File: config.mk
export PLATFORM = sky130hd
export DESIGN_NAME = hypercube_curve_mapper
export DESIGN_NICKNAME = d
export VERILOG_FILES = /design/src/rtl/core/hcm_pkg.sv /design/src/rtl/core/hcm_level_unit.sv /design/src/rtl/core/hcm_emitter.sv /design/src/rtl/core/hypercube_curve_mapper.sv
export SDC_FILE = /design/constraint.sdc
export NUM_CORES = 1
export LEC_CHECK = 0
export BUFFER_PORTS_ARGS = -buffer_cell sky130_fd_sc_hd__buf_2
export CAP_MARGIN = 5
export CORE_MARGIN = 5
export CORE_UTILIZATION = 40
export DETAILED_ROUTE_END_ITERATION = 10
export SYNTH_ARGS = -nofsm -noshare
export SYNTH_HDL_FRONTEND = slang
export SYNTH_SLANG_ARGS = --single-unit
export TNS_END_PERCENT = 1
File: constraint.sdc
create_clock -name clk -period 9.5 [get_ports clk]
set_input_delay 0.95 -clock clk [delete_from_list [all_inputs] [get_ports clk]]
set_output_delay 0.95 -clock clk [all_outputs]
set_load 0.02 [all_outputs]
File: src/rtl/core/hcm_pkg.sv
// ----------------------------------------------------------------------------
// hcm_pkg
// shared constants and types of the hypercube curve mapper
// ----------------------------------------------------------------------------
package hcm_pkg;

  localparam int DIMS      = 4;
  localparam int DENSITY   = 10;
  localparam int FRAC_BITS = DIMS * DENSITY;
  localparam int POS_W     = FRAC_BITS + 1;
  localparam int COORD_W   = DENSITY + 1;
  localparam int IDX_W     = (DIMS > 1) ? $clog2(DIMS) : 1;
  localparam int DIM_OUT_W = 4;

  typedef logic signed [COORD_W-1:0] coord_t;
  typedef coord_t coord_arr_t [DIMS];

  // carried between levels: running sign vector (1 = negative) and node index
  typedef struct packed {
    logic [DIMS-1:0]  sw_neg;
    logic [IDX_W-1:0] node_it;
  } lvl_state_t;

endpackage

File: src/rtl/core/hcm_level_unit.sv
// ----------------------------------------------------------------------------
// hcm_level_unit
// one evolvent level: digit decode, entry swap, renumbering, sign update and
// the per-coordinate add or subtract of the level step
// ----------------------------------------------------------------------------
module hcm_level_unit import hcm_pkg::*; (
  input  logic [DIMS-1:0] digit,
  input  lvl_state_t      state_i,
  input  coord_arr_t      acc_i,
  input  coord_t          step,
  output lvl_state_t      state_o,
  output coord_arr_t      acc_o
);

  logic [DIMS:0]    bx;
  logic [DIMS-1:0]  su_neg;
  logic [DIMS-1:0]  sv_neg;
  logic [DIMS-1:0]  su_sw;
  logic [DIMS-1:0]  sv_sw;
  logic [DIMS-1:0]  su_fin;
  logic [IDX_W-1:0] node;
  logic [IDX_W-1:0] node_rn;
  logic             flip_neg;
  logic [DIMS-1:0]  low_mask;

  // digit to node and sign vectors
  always_comb begin
    bx       = {1'b0, digit};
    node     = '0;
    flip_neg = 1'b0;
    su_neg   = '0;
    sv_neg   = '0;
    low_mask = '0;
    if (digit == '0) begin
      su_neg = '1;
      sv_neg = '1;
      node   = IDX_W'(DIMS - 1);
    end else if (digit == '1) begin
      su_neg        = '1;
      sv_neg        = '1;
      su_neg[0]     = 1'b0;
      sv_neg[0]     = 1'b0;
      sv_neg[DIMS-1] = 1'b0;
      node          = IDX_W'(DIMS - 1);
    end else begin
      for (int k = 0; k < DIMS; k++) begin
        low_mask  = ~({DIMS{1'b1}} << (DIMS - 1 - k));
        su_neg[k] = ~(bx[DIMS-1-k] ^ bx[DIMS-k]);
        if (k < DIMS - 1) begin
          if (!bx[DIMS-1-k] && ((digit & low_mask) == low_mask)) begin
            node     = IDX_W'(k);
            flip_neg = 1'b0;
          end else if (bx[DIMS-1-k] && ((digit & low_mask) == '0)) begin
            node     = IDX_W'(k);
            flip_neg = 1'b1;
          end
        end
      end
      sv_neg         = su_neg;
      sv_neg[node]   = sv_neg[node] ^ flip_neg;
      sv_neg[DIMS-1] = ~sv_neg[DIMS-1];
    end
  end

  // swap entry 0 with the carried node entry, renumber, update signs and add or subtract the step
  always_comb begin
    for (int k = 0; k < DIMS; k++) begin
      if (k == 0) begin
        su_sw[k] = su_neg[state_i.node_it];
        sv_sw[k] = sv_neg[state_i.node_it];
      end else if (IDX_W'(k) == state_i.node_it) begin
        su_sw[k] = su_neg[0];
        sv_sw[k] = sv_neg[0];
      end else begin
        su_sw[k] = su_neg[k];
        sv_sw[k] = sv_neg[k];
      end
    end
    if (node == '0) begin
      node_rn = state_i.node_it;
    end else if (node == state_i.node_it) begin
      node_rn = '0;
    end else begin
      node_rn = node;
    end
    su_fin         = su_sw ^ state_i.sw_neg;
    state_o.sw_neg = state_i.sw_neg ^ ~sv_sw;
    state_o.node_it = node_rn;
    for (int k = 0; k < DIMS; k++) begin
      acc_o[k] = su_fin[k] ? (acc_i[k] - step) : (acc_i[k] + step);
    end
  end

endmodule

File: src/rtl/core/hcm_emitter.sv
// ----------------------------------------------------------------------------
// hcm_emitter
// holds one finished point and sends its coordinates one per transaction
// ----------------------------------------------------------------------------
module hcm_emitter import hcm_pkg::*; (
  input  logic                 clk,
  input  logic                 rst_n,
  input  logic                 load,
  input  coord_arr_t           coords,
  output logic                 free,
  output logic                 out_valid,
  input  logic                 out_ready,
  output logic [DIM_OUT_W-1:0] out_dim_index,
  output logic [COORD_W-1:0]   out_coord_value,
  output logic                 out_last
);

  coord_arr_t       buf_r;
  logic             busy_r;
  logic [IDX_W-1:0] cnt_r;
  logic             is_last;

  assign is_last         = (cnt_r == IDX_W'(DIMS - 1));
  assign free            = !busy_r;
  assign out_valid       = busy_r;
  assign out_dim_index   = DIM_OUT_W'(cnt_r);
  assign out_coord_value = buf_r[cnt_r];
  assign out_last        = is_last;

  always_ff @(posedge clk) begin
    if (load) begin
      buf_r <= coords;
    end
  end

  always_ff @(posedge clk) begin
    if (!rst_n) begin
      busy_r <= 1'b0;
      cnt_r  <= '0;
    end else if (load) begin
      busy_r <= 1'b1;
      cnt_r  <= '0;
    end else if (busy_r && out_ready) begin
      if (is_last) begin
        busy_r <= 1'b0;
        cnt_r  <= '0;
      end else begin
        cnt_r <= cnt_r + 1'b1;
      end
    end
  end

endmodule

File: src/rtl/core/hypercube_curve_mapper.sv
// ----------------------------------------------------------------------------
// hypercube_curve_mapper
// maps a curve position to a point of the hypercube on a peano-type evolvent
// ----------------------------------------------------------------------------
// an accepted position runs the level loop through the shared level unit,
// one level per cycle, then waits until the output buffer is free; the
// buffer sends one coordinate per cycle while out_ready is high; no new
// position is taken before the point is handed to the buffer, but emission
// of a point overlaps the next position while the output buffer drains in time
// reset: synchronous active-low, clears the sequencer and the output buffer
// state; no clearing pass
module hypercube_curve_mapper import hcm_pkg::*; (
  input  logic                 clk,
  input  logic                 rst_n,
  input  logic                 in_valid,
  output logic                 in_ready,
  input  logic [POS_W-1:0]     in_position,
  output logic                 out_valid,
  input  logic                 out_ready,
  output logic [DIM_OUT_W-1:0] out_dim_index,
  output logic [COORD_W-1:0]   out_coord_value,
  output logic                 out_last
);

  // sequencer states
  typedef enum logic [2:0] {
    S_IDLE = 3'b001,
    S_RUN  = 3'b010,
    S_HOLD = 3'b100
  } state_t;

  state_t               state_r, state_nxt;
  logic [FRAC_BITS-1:0] pos_r;       // remaining digits, next one at the top
  logic                 full_r;      // position at or above one
  logic [DENSITY-1:0]   step_r;      // one-hot level weight, halves per level
  lvl_state_t           lvl_r;
  lvl_state_t           lvl_nxt;
  coord_arr_t           acc_r;
  coord_arr_t           acc_nxt;
  logic [DIMS-1:0]      digit;
  logic                 accept;
  logic                 last_level;
  logic                 em_free;
  logic                 em_load;

  assign in_ready   = (state_r == S_IDLE);
  assign accept     = in_valid && in_ready;
  assign last_level = step_r[0];
  assign em_load    = (state_r == S_HOLD) && em_free;

  // all ones digit when the position is at or above one
  assign digit = full_r ? {DIMS{1'b1}} : pos_r[FRAC_BITS-1 -: DIMS];

  // shared level unit, reused once per level
  hcm_level_unit u_level (
    .digit   (digit),
    .state_i (lvl_r),
    .acc_i   (acc_r),
    .step    ({1'b0, step_r}),
    .state_o (lvl_nxt),
    .acc_o   (acc_nxt)
  );

  // next state
  always_comb begin
    state_nxt = state_r;
    case (state_r)
      S_IDLE: begin
        if (accept) state_nxt = S_RUN;
      end
      S_RUN: begin
        if (last_level) state_nxt = S_HOLD;
      end
      S_HOLD: begin
        if (em_free) state_nxt = S_IDLE;
      end
      default: state_nxt = S_IDLE;
    endcase
  end

  always_ff @(posedge clk) begin
    if (!rst_n) begin
      state_r <= S_IDLE;
    end else begin
      state_r <= state_nxt;
    end
  end

  // datapath registers: sums start at zero, signs positive, node index zero
  always_ff @(posedge clk) begin
    if (accept) begin
      pos_r          <= in_position[FRAC_BITS-1:0];
      full_r         <= in_position[FRAC_BITS];
      step_r         <= {1'b1, {(DENSITY-1){1'b0}}};
      lvl_r.sw_neg   <= '0;
      lvl_r.node_it  <= '0;
      for (int k = 0; k < DIMS; k++) begin
        acc_r[k] <= '0;
      end
    end else if (state_r == S_RUN) begin
      pos_r  <= pos_r << DIMS;
      step_r <= step_r >> 1;
      lvl_r  <= lvl_nxt;
      acc_r  <= acc_nxt;
    end
  end

  // output buffer and serialiser
  hcm_emitter u_emit (
    .clk             (clk),
    .rst_n           (rst_n),
    .load            (em_load),
    .coords          (acc_r),
    .free            (em_free),
    .out_valid       (out_valid),
    .out_ready       (out_ready),
    .out_dim_index   (out_dim_index),
    .out_coord_value (out_coord_value),
    .out_last        (out_last)
  );

  // an accepted transaction always starts the level loop
  a_accept_runs: assert property (@(posedge clk) disable iff (!rst_n)
    accept |=> (state_r == S_RUN))
    else $error("accepted position did not start the level loop");

  // the level weight stays one-hot while levels run
  a_step_onehot: assert property (@(posedge clk) disable iff (!rst_n)
    (state_r == S_RUN) |-> $onehot(step_r))
    else $error("level weight not one-hot");

  // a finished point never overwrites one still being sent
  a_no_overwrite: assert property (@(posedge clk) disable iff (!rst_n)
    em_load |-> !out_valid)
    else $error("output buffer loaded while busy");

  // no new position is taken while the loop is running or holding a point
  a_busy_blocks: assert property (@(posedge clk) disable iff (!rst_n)
    ((state_r == S_RUN) || (state_r == S_HOLD)) |-> !in_ready)
    else $error("input ready while busy");

endmodule

[Word level (Yosys, flattened, before mapping)]
Cells that the tools add are included.
Operators by class
  magnitude comparators: 4
  add/sub/neg operators: 9
  multiplexer cells: 54
  equal/unequal tests: 14
  bitwise operators: 15
  reduce and logical (&&, ||, !) cells: 26
Operators with widths (count)
  $mux W40: 2
  $mux W11: 6
  $add A11 B11 Y11: 4
  $sub A11 B11 Y11: 4
  $bmux W11 S2: 1
  $mux W1: 22
  $mux W4: 5
  $mux W2: 9
  $logic_not A4 Y1: 4
  $logic_and A1 B1 Y1: 10
  $mux W3: 3
  $pmux W3 S3: 1
  $xor A4 B4 Y4: 2
  $not A1 Y1: 7
  $bmux W1 S2: 3
  $eq A3 B3 Y1 const B: 2
  $lt A2 B3 Y1 const B: 2
  $reduce_bool A2 Y1: 3
  $bwmux W4: 1
  $eq A2 B2 Y1 const A: 2
  $eq A2 B2 Y1 const B: 2
  $eq A4 B4 Y1 const B: 1
  $logic_not A1 Y1: 4
  $ne A2 B2 Y1 const B: 2
  16 further kinds: 20
Word-level totals
  output and inout port bits: 18
  register bits: 151
  word-level logic and storage cells: 138

[Longest topological paths before layout]
Gate-level depths: netlist of run 1.
  depth after elaboration: 21
  depth in mapped cells: 19
  gate-level depth less buffers: 17

[Modules after synthesis]
Synthesis of run 1 repeated with hierarchy kept, for this count alone.
Unflattened totals
  cell total of the unflattened synthesis: 821
  area total of the unflattened synthesis: 8854.7 µm²
By module, submodules not included
  hypercube_curve_mapper: seq. area each 2492.4 µm², instances 1, area each 4071.4 µm², cells each 316
  hcm_level_unit: seq. area each 0.0 µm², instances 1, area each 3027.9 µm², cells each 431
  hcm_emitter: seq. area each 1381.3 µm², instances 1, area each 1755.4 µm², cells each 74

[Worst setup path before layout of run 1]
Ideal clock, no wire load.
  path kind: register to register
  from: register u_emit.busy_r, in the netlist u_emit.out_valid
  to: register u_emit.cnt_r[0]
  arrival time: 5.611 ns
  slack: 3.769 ns
  data required time: 9.380 ns
  period minus slack after synthesis: 5.731 ns
  cell stages (with the launch flop): 4
  path buffers: 0
  path through: dfxtp_1 nor4b_1 nand2b_1 nor2_1
On the way
  longest elaborated chain between the ends: 3
Ends and longest elaborated chain
  start: declaration: line hcm_emitter.sv:19  | logic busy_r;
  start signal: assignment: line hcm_emitter.sv:38  | busy_r <= 1'b0;
  start signal: assignment: line hcm_emitter.sv:41  | busy_r <= 1'b1;
  start signal: assignment: line hcm_emitter.sv:45  | busy_r <= 1'b0;
  $logic_not A1 Y1: line hcm_emitter.sv:24  | assign free = !busy_r;
  $logic_and A1 B1 Y1: line hypercube_curve_mapper.sv:49  | assign em_load = (state_r == S_HOLD) && em_free;
  net em_load: line hypercube_curve_mapper.sv:44  | logic em_load;
  $reduce_or A2 Y1 (no source line)
  end signal: assignment: line hcm_emitter.sv:48  | cnt_r <= cnt_r + 1'b1;
  end: declaration: line hcm_emitter.sv:20  | logic [IDX_W-1:0] cnt_r;
The timed path passes the listed nets, and every way through them passes these cells.
A chain may end at the register's enable or synchronous reset.

[Worst setup path in the final report of run 1]
  from: register full_r
  to: register acc_r[21] in the netlist's numbering
On the way
  longest elaborated chain between the ends: 8
Ends and longest elaborated chain
  start: declaration: line hypercube_curve_mapper.sv:34  | logic full_r;
  start signal: assignment: line hypercube_curve_mapper.sv:93  | full_r <= in_position[FRAC_BITS];
  $mux W4 (*): line hypercube_curve_mapper.sv:52  | assign digit = full_r ? {DIMS{1'b1}} : pos_r[FRAC_BITS-1 -: DIMS];
  branches (longest 3 deep; another with $eq A4 B4 Y1)
  $mux W4 (*): line hcm_level_unit.sv:34  | if (digit == '0) begin
  $mux W1 (*): line hcm_level_unit.sv:71  | end else if (IDX_W'(k) == state_i.node_it) begin
  $xor A4 B4 Y4 (*): line hcm_level_unit.sv:86  | su_fin = su_sw ^ state_i.sw_neg;
  $mux W11 (*): line hcm_level_unit.sv:90  | acc_o[k] = su_fin[k] ? (acc_i[k] - step) : (acc_i[k] + step);
  end signal: assignment: line hypercube_curve_mapper.sv:104  | acc_r <= acc_nxt;
  end: declaration: line hypercube_curve_mapper.sv:38  | coord_arr_t acc_r;
Every way passes the cells marked *.

==> results.yml, run 1 <==
synthesis:
  synth_area_mm2: 0.008690
  synth-edff-count: 85
  ys_ff_latch: 151
  yosys_warnings: 0
  async_reset_ff_frac: 0
  ys_seq_area_frac: 0.4458
  avgSynthCellArea_um2: 9.720
  synth.distinct_cells: 79
  synth_cells: 894
  ys.flop_type: "edfxtp_1"
global_routing:
  grt_max_degree: 69
  grt_usage: 0.1646
  grt_first_pass_wirelength_um: 32550
  overflow: 0
  grt_pass1_vias: 6453
  antenna_found_initial: 0
pwr:
  ir_drop_mv: 0.1210
  power_density_mw_per_mm2: 167.4
  power_leakage_nw: 3.721
place:
  hpwl_um: 13450
  io_buffers: 60
  gp_congestion: 0.8457
sta:
  tightest_slew_ps: 1115
  hold_viol: 0
  slew_headroom: 0.2557
  rsz0062_at_grt: "false"
  slew_viol_final: 0
  hold-worst-slack_ps: 462.0
  clock.fmax_mhz: 196.1
  setup_tns_ps: 0
  setup-violations-final: 0
  fin_crit_ps: 5100
  fin_skew_ps: 7.448
  fin_crit_sh: 0.5368
cts:
  numCtsBuffers: 17
  cts_tree: "built"
  clock_sinks: 151
  clkTransAtPathRegs_ps: 60
  cts_hold_buf: 0
  post-cts-setup-buffer-count: 0
  postCtsResizedCells: 0
  cts_root_buf: "clkbuf_16"
  htree_levels: 4
  cts_max_path_buffers: 2
  insertion_delay_ps: 420
die:
  die_height_um: 157.4
  die_w_um: 157.4
  die-area_mm2: 0.02477
  initial_core_util: 0.4019
  fp-row-count: 54
  core_area_mm2: 0.02162
  io_pins: 63
detailed_routing:
  drtIter0Drc: 387
  wire_per_inst_um: 16.08
  wirelength_um: 19710
  first_pass_iters: 5
  via_per_inst: 5.301
  vias: 6499
  postRouteAntennaNets: 0
  drc: 0
setup_path:
  cp.required_ps: 9870
  cp-end-kind: "flip-flop"
  critPathLaunchType: "flip-flop"
  crit_type: "reg -> reg"
  path_max_fanout: 17
  arrival_ps: 5470
cells_and_area:
  nets: 1028
  areaGrowthSynthToFinish_pct: 11.88
  drive_above_1_share: 0.1469
  antenna-diode-count: 0
  nFillCells: 2089
  final_core_util: 0.4497
min_path:
  hp-class: "reg -> reg"
run_status:
  outcome: "complete, no violations"
run:
  cap_violations: 0
cells by family after synthesis:
group	after synthesis	synth area share
AO/OA/AOI/OAI	177	0.1355
XOR/XNOR	56	0.05731
adder cells (fa/ha/maj)	50	0.07545
buffers and inverters	80	0.04838
flip-flops	151	0.4458
multiplexers	19	0.03816
other	1	0.0004316
AND/OR/NAND/NOR	360	0.1990
power by group:
group          switching, mW  internal [mW]  total (mW)
clock network          0.282          0.410       0.693
logic                  0.119         0.0725       0.192
registers             0.0197          0.723       0.743
total                  0.421           1.21        1.63
metrics by stage:
stage	cell area (um2)	cells	power [mW]	setup slack, ps
after global routing	9722	1226	1.702	3969
after floorplan	8693	895	0.8969	3769
final	9722	1226	1.628	4400
after CTS	9722	1226	1.644	4367
after global placement	9114	1194	0.9472	4560
after detailed placement	9114	1194	0.9491	4366
worst paths after layout:
| kind | start | end | slack, ps | cells after the start |
|---|---|---|---|---|
| worst max-delay path | full_r | acc_r[21] | 4400 | 16 |
| worst min-delay path | acc_r[0] | u_emit.buf_r[0] | 460 | 0 |
| worst max register to register | full_r | acc_r[21] | 4400 | 16 |
| worst min register to register | acc_r[0] | u_emit.buf_r[0] | 460 | 0 |
layout by cell type (no fill, tap or decap), drive strengths merged, types with 16 or more instances in the layout:
| master | Yosys | routed |
|---|---|---|
| ha | 46 | 46 |
| xnor2 | 26 | 26 |
| o21ai | 65 | 65 |
| buf | 25 | 68 |
| a21oi | 34 | 34 |
| nor2b | 19 | 19 |
| nand2 | 173 | 173 |
| edfxtp | 85 | 85 |
| nor3 | 20 | 20 |
| inv | 31 | 36 |
| or3 | 18 | 18 |
| o21a | 16 | 16 |
| nor2 | 44 | 44 |
| clkbuf | 24 | 22 |
| xor2 | 30 | 30 |
| dfxtp | 66 | 66 |
| nand3 | 33 | 33 |
critical path, stage by stage, from the launching register on:
cell       delay [ps]
edfxtp_1          590
or2_2             410
inv_1              90
ha_1              260
nand2b_1           80
a22oi_1           270
o31ai_1           130
xor2_1            850
a21oi_1           260
fa_1              480
a21oi_1           210
o211ai_1          170
o31ai_1           400
o21ai_0           280
a2111oi_0         410
a31oi_1            70
nand2_1            90
Yosys cell counts (4+ instances only):
| cell | instances | area share |
|---|---|---|
| or3_1 | 16 | 0.012 |
| mux4_2 | 11 | 0.029 |
| nor2b_1 | 19 | 0.014 |
| a21oi_1 | 33 | 0.019 |
| a32o_1 | 11 | 0.013 |
| nor2_1 | 43 | 0.019 |
| buf_2 | 5 | 0.0029 |
| edfxtp_1 | 85 | 0.29 |
| dfxtp_1 | 66 | 0.15 |
| or2_2 | 7 | 0.0050 |
| buf_4 | 5 | 0.0043 |
| clkbuf_1 | 18 | 0.0078 |
| o211ai_1 | 6 | 0.0052 |
| nor3_1 | 19 | 0.011 |
| buf_1 | 8 | 0.0035 |
| and3_1 | 5 | 0.0036 |
| fa_1 | 4 | 0.0092 |
| o21a_1 | 16 | 0.014 |
| inv_1 | 31 | 0.013 |
| o211a_1 | 4 | 0.0046 |
| xor2_1 | 29 | 0.029 |
| buf_6 | 7 | 0.0091 |
| o31ai_1 | 9 | 0.0078 |
| and2_1 | 6 | 0.0043 |
| nor3b_1 | 6 | 0.0052 |
| nand3_1 | 33 | 0.019 |
| clkbuf_8 | 4 | 0.0063 |
| o21ai_0 | 62 | 0.036 |
| ha_1 | 46 | 0.066 |
| mux2i_1 | 5 | 0.0058 |
| nand2_1 | 173 | 0.075 |
| nand2b_1 | 9 | 0.0065 |
| xnor2_1 | 26 | 0.026 |
sequential cells by signal (all words and copies together), names as in the netlist:
signal,cells
full_r,1
u_emit.out_valid,1
u_emit.cnt_r,2
acc_r,44
u_emit.buf_r,44
step_r,10
pos_r,40
state_r,3
lvl_r,6
routing by layer:
metal  global-route usage  routed length, um  vias up
met2               0.2646               8936      156
met5                    0                  0        -
li1                     -                  -     3261
met4              0.05490                504        0
met3              0.04262               1038       29
met1               0.2173               9232     3053
layout make-up:
cell class              instances  area (um2)  area share
repair buffers                 68       360.3     0.03707
clock inverters                10       101.3     0.01042
multi-input cells             664        4413      0.4539
well taps                     280       350.3     0.03604
inverters                      31       116.4     0.01197
flip-flops and latches        151        3874      0.3985
clock buffers                  22       506.7     0.05212
Note: power is estimated with default switching activity, not from simulation.
==> run 2, diff against run 1 <==
ABC_AREA = 1   (was default)
clock period = 4.67 ns   (was 9.5 ns; I/O delays follow)
==> run 2 against run 1 <==
Effect of this change: sequential share of layout area increased by 0.76 points; register-to-register slack got worse by 3800 ps; power increased to 2.8 times the previous value; utilization increased by 0.85 points; first-iteration DRC count decreased by 2.3%; largest power group unchanged.
==> results.yml, run 2 <==
sta:
  tightest_slew_ps: 782.7
  fin_skew_ps: 10.38
  hold_viol: 0
  fin_crit_sh: 0.8708
  slew_headroom: 0.4778
  fin_crit_ps: 4067
  slew_viol_final: 0
  setup-violations-final: 0
  clock.fmax_mhz: 245.9
  setup_tns_ps: 0
  rsz0062_at_grt: "false"
setup_path:
  r2r_setup_slack_ps: 600
  crit_path_cell_trace: "nor2_1 > inv_1 > ha_1 > nand3_2 > nand2_2 > nor2_4 > nand2_2 > o21ai_2 > xor2_2 > o21ai_0 > ha_1 > a21oi_1 > nand2_1 > inv_1 > nor2_1 > nor2_1 > o21ai_0 > nand2_1 > a21oi_1 > o21ai_0 > nand3_1 > nand3_1 > inv_1"
  cp_top_family: "simple AND/OR/NAND/NOR gates"
  path_depth: 23
  critPathLaunchType: "flip-flop"
  r2r_cells: 23
  cp-end-kind: "flip-flop"
  crit_type: "reg -> reg"
  critPathBufInv: 3
  path_max_fanout: 20
  cp.required_ps: 5000
  crit_path_max_incr_delay_ps: 640
  arrival_ps: 4400
  crit_path_top_delay_cell: "xor2_2"
die:
  fp-row-count: 53
  die_height_um: 154.9
  die_w_um: 154.9
  initial_core_util: 0.4035
  die-area_mm2: 0.02400
  io_pins: 63
  core_area_mm2: 0.02082
cells_and_area:
  final_core_util: 0.4582
  layout_commonest_cell: "nand2_1"
  reg_top3: "acc_r (44), u_emit.buf_r (44), pos_r (40)"
  areaGrowthSynthToFinish_pct: 13.55
  nets: 1180
  drive_above_1_share: 0.1166
  antenna-diode-count: 0
  final_cell_mix: "nand2_1 (275), o21ai_0 (103), inv_1 (89)"
cts:
  postCtsResizedCells: 0
  cts_tree: "built"
  cts_max_path_buffers: 2
  clkTransAtPathRegs_ps: 70
  clock_sinks: 151
  insertion_delay_ps: 430
  post-cts-setup-buffer-count: 0
  numCtsBuffers: 17
  cts_hold_buf: 0
  htree_levels: 4
  cts_root_buf: "clkbuf_16"
place:
  gp_congestion: 0.8750
  hpwl_um: 14620
  io_buffers: 60
pwr:
  p_sw_mw: 1.703
  pwr-share-clk: 0.295
  power_density_mw_per_mm2: 483.3
  internal_power_mw: 2.908
  comb_power_share: 0.343
  pwr-share-seq: 0.362
  ir_drop_mv: 0.2393
  power_leakage_nw: 4.291
  switching_share: 0.3694
synthesis:
  yosysMostFrequentCell: "nand2_1"
  async_reset_ff_frac: 0
  synth_common_cells: "nand2_1 (277), o21ai_0 (103), inv_1 (89)"
  synth_area_mm2: 0.008402
  yosys_warnings: 0
  synth-edff-count: 85
  ys_ff_latch: 151
  synth.distinct_cells: 47
  avgSynthCellArea_um2: 8.118
  synth_top_area_frac: 0.3038
  synth_top_cell_by_area: "edfxtp_1"
  synth_cells: 1035
  ys.flop_type: "edfxtp_1"
  synth_area_leaders: "edfxtp_1 (30%), dfxtp_1 (16%), nand2_1 (12%)"
  ys_seq_area_frac: 0.4611
global_routing:
  antenna_found_initial: 0
  grt_usage: 0.1705
  grt_pass1_vias: 6427
  grt_max_degree: 71
  grt_first_pass_wirelength_um: 32740
  overflow: 0
min_path:
  holdPathStages: 1
  hp-class: "in -> reg"
detailed_routing:
  wire_per_inst_um: 14.59
  wirelength_um: 20030
  first_pass_iters: 5
  drc: 0
  postRouteAntennaNets: 0
  drtIter0Drc: 378
  vias: 6900
  via_per_inst: 5.025
run:
  cap_violations: 0
run_status:
  outcome: "complete, no violations"
run 2: cell count changes in the layout (fill, tap and decap cells not counted), sizes merged, moves of 19 or more:
cell	previous run	this run
nand2	173	283
inv	36	101
nand3	33	77
o21ai	65	108
nor2	44	76
a21oi	34	63
o22ai	1	25
xnor2	26	4
nor2b	19	0
run 2: cells by family (layout without fill, tap and decap cells):
logic type / after synthesis / in the layout / synth area share
DFF: 151 / 151 / 0.4611
buffers and inverters: 132 / 194 / 0.06255
and+or+nand+nor: 460 / 460 / 0.2310
AOI/OAI and AO/OA: 221 / 221 / 0.1443
xor gates and xnor gates: 20 / 20 / 0.02264
adders and majority gates: 50 / 50 / 0.07803
other: 1 / 2 / 0.0004463
run 2: worst reg2reg max path: stages (launching register included):
cell and delay (ps):
edfxtp_1 500, nor2_1 290, inv_1 110, ha_1 230
nand3_2 100, nand2_2 90, nor2_4 100, nand2_2 50
o21ai_2 70, xor2_2 640, o21ai_0 220, ha_1 400
a21oi_1 150, nand2_1 80, inv_1 70, nor2_1 40
nor2_1 140, o21ai_0 130, nand2_1 120, a21oi_1 70
o21ai_0 150, nand3_1 90, nand3_1 80, inv_1 40
run 2: per-layer routing:
layer / GRT usage / routed length [um]
met5: 0 / 0
met4: 0.04247 / 251
met3: 0.03700 / 1059
met2: 0.2744 / 9296
met1: 0.2351 / 9420
run 2: worst paths after layout:
check | from | to
setup reg to reg | full_r | acc_r[20]
hold / removal | in_position[40] | full_r
setup / recovery | full_r | acc_r[20]
hold reg to reg | acc_r[43] | u_emit.buf_r[43]
run 2: power groups by stage:
stage | clock (mW) | sequential (mW) | combinational [mW]
final | 1.36 | 1.67 | 1.58
after global routing | 1.45 | 1.68 | 1.84
after CTS | 1.38 | 1.67 | 1.58
after detailed placement | 0 | 1.70 | 1.57
after global placement | 0 | 1.70 | 1.57
after floorplan | 0 | 1.65 | 1.29
run 2: stage by stage:
step                instance area, um2  setup WS [ps]  power (mW)  hold WS, ps  instances
detailed placement                8955          609.5       3.269        416.9       1341
global route                      9540          94.19       4.973        212.2       1373
global placement                  8955          697.4       3.263        414.2       1341
CTS                               9540          591.9       4.631        205.0       1373
floorplan                         8406           1278       2.937        408.2       1036
finish                            9540          603.2       4.611        220.1       1373
run 2: cell type report:
type	count	area (um2)
fill	2030	11280
multi-input combinational	753	4024
sequential	151	3874
clock buffer	21	483.0
timing repair buffer	68	360.3
inverter	94	352.8
tap	275	344.1
clock inverter	11	102.6
==> run 3, diff against run 2 <==
clock period = 4.7 ns   (was 4.67 ns; I/O delays follow)
==> run 3 against run 2 <==
Effect of this change: via count grew 0.87%; flip-flop and latch count is the same; register-to-register slack lost 90 ps; critical path type unchanged; combinational power is essentially flat; count of clock-buffer cells in the layout shrank 3; power is essentially flat; highest routed layer unchanged; design area is essentially flat; critical path depth is the same; clock power is essentially flat; non-clock buffer count shrank 1.
==> results.yml, run 3 (same netlist as run 2, synthesis figures left out) <==
place:
  gp_congestion: 0.8848
  placed_area_mm2: 0.008947
  io_buffers: 60
  hpwl_um: 14930
sta:
  fin_crit_ps: 4185
  tightest_slew_ps: 821.9
  clock.fmax_mhz: 239.0
  rsz0062_at_grt: "false"
  fin_skew_ps: 16.11
  setup_tns_ps: 0
  hold_viol: 0
  fin_crit_sh: 0.8904
  slew_viol_final: 0
  setup-violations-final: 0
  slew_headroom: 0.4513
cells_and_area:
  final_core_util: 0.4579
  nets: 1179
  fin_area_mm2: 0.009534
  antenna-diode-count: 0
  layout_commonest_cell: "nand2_1"
  areaGrowthSynthToFinish_pct: 13.48
  drive_above_1_share: 0.1167
  final_cell_mix: "nand2_1 (275), o21ai_0 (103), inv_1 (89)"
  reg_top3: "acc_r (44), u_emit.buf_r (44), pos_r (40)"
  nFillCells: 2076
pwr:
  switching_share: 0.3734
  ir_drop_mv: 0.2913
  power_mw: 4.608
  p_sw_mw: 1.721
  pwr-share-seq: 0.360
  internal_power_mw: 2.887
  power_leakage_nw: 4.289
  pwr-share-clk: 0.296
  comb_power_share: 0.344
  power_density_mw_per_mm2: 483.3
die:
  initial_core_util: 0.4035
  die-area_mm2: 0.02400
  die_w_um: 154.9
  io_pins: 63
  die_height_um: 154.9
  fp-row-count: 53
  core_area_mm2: 0.02082
cts:
  postCtsResizedCells: 0
  cts_hold_buf: 0
  numCtsBuffers: 17
  htree_levels: 4
  cts_tree: "built"
  clkTransAtPathRegs_ps: 70
  insertion_delay_ps: 430
  cts_root_buf: "clkbuf_16"
  clock_sinks: 151
  post-cts-setup-buffer-count: 0
  cts_max_path_buffers: 2
setup_path:
  cp-end-kind: "flip-flop"
  critPathBufInv: 3
  crit_path_cell_trace: "nor2_1 > inv_1 > ha_1 > nand3_2 > nand2_2 > nor2_4 > nand2_2 > o21ai_2 > xor2_2 > o21ai_0 > ha_1 > a21oi_1 > nand2_1 > inv_1 > nor2_1 > nor2_1 > o21ai_0 > nand2_1 > a21oi_1 > o21ai_0 > nand3_1 > nand3_1 > inv_1"
  cp_top_family: "simple AND/OR/NAND/NOR gates"
  crit_type: "reg -> reg"
  crit_path_top_delay_cell: "xor2_2"
  critPathLaunchType: "flip-flop"
  arrival_ps: 4510
  path_max_fanout: 20
  cp.required_ps: 5020
  crit_path_max_incr_delay_ps: 660
detailed_routing:
  drtIter0Drc: 361
  postRouteAntennaNets: 0
  first_pass_iters: 5
  wirelength_um: 20420
  wire_per_inst_um: 14.88
  vias: 6960
  via_per_inst: 5.073
  drc: 0
global_routing:
  antenna_found_initial: 0
  overflow: 0
  grt_usage: 0.1719
  grt_first_pass_wirelength_um: 32930
  grt_pass1_vias: 6527
  grt_max_degree: 71
run:
  cap_violations: 0
run_status:
  outcome: "complete, no violations"
min_path:
  hp-class: "in -> reg"
run 3: cell count changes in the layout (fill, tap and decap cells not counted), sizes merged:
cell and delta:
bufinv +1, clkinv +1, clkinvlp -1, inv +2, clkbuf -3, buf -1
run 3: worst reg2reg max path, cell delays in order (launching register included):
cell and delay [ps]:
edfxtp_1 500, nor2_1 290, inv_1 100, ha_1 230, nand3_2 100, nand2_2 90
nor2_4 100, nand2_2 50, o21ai_2 70, xor2_2 660, o21ai_0 250, ha_1 410
a21oi_1 150, nand2_1 80, inv_1 70, nor2_1 40, nor2_1 150, o21ai_0 130
nand2_1 140, a21oi_1 80, o21ai_0 170, nand3_1 90, nand3_1 80, inv_1 40
run 3: routing by layer:
metal	share of wire	routed length (um)	global-route usage	vias to the layer above
li1	-	-	-	3628
met1	0.46	9412	0.2326	3118
met2	0.46	9472	0.2796	184
met3	0.056	1148	0.03421	30
met4	0.019	382	0.05172	0
met5	0	0	0	-
run 3: worst paths after layout:
path                   start               end  slack (ps)  cells past startpoint
min          in_position[40]            full_r         230                      1
max                   full_r         acc_r[20]         520                     23
max reg2reg           full_r         acc_r[20]         520                     23
min reg2reg        acc_r[33]  u_emit.buf_r[33]         440                      0
run 3: final cells by class:
type / instances / area [um2] / area share
clock buffer: 18 / 429.2 / 0.04501
tap: 275 / 344.1 / 0.03609
sequential: 151 / 3874 / 0.4063
inverter: 94 / 352.8 / 0.03701
timing repair buffer: 67 / 352.8 / 0.03701
clock inverter: 14 / 157.7 / 0.01654
multi-input combinational: 753 / 4024 / 0.4220
run 3: metrics by stage:
step,setup slack [ps],instances,hold slack [ps]
finish,515.3,1372,231.3
global route,94.97,1372,221.3
CTS,578.8,1372,214.1
detailed placement,585.9,1340,421.0
global placement,707.0,1340,413.1
floorplan,1308,1036,408.2
run 3: power groups by stage:
stage               Clock [mW]  Sequential (mW)  Combinational, mW
global placement             0             1.68               1.56
global route              1.45             1.67               1.82
floorplan                    0             1.64               1.28
CTS                       1.39             1.66               1.58
detailed placement           0             1.69               1.58
finish                    1.36             1.66               1.58
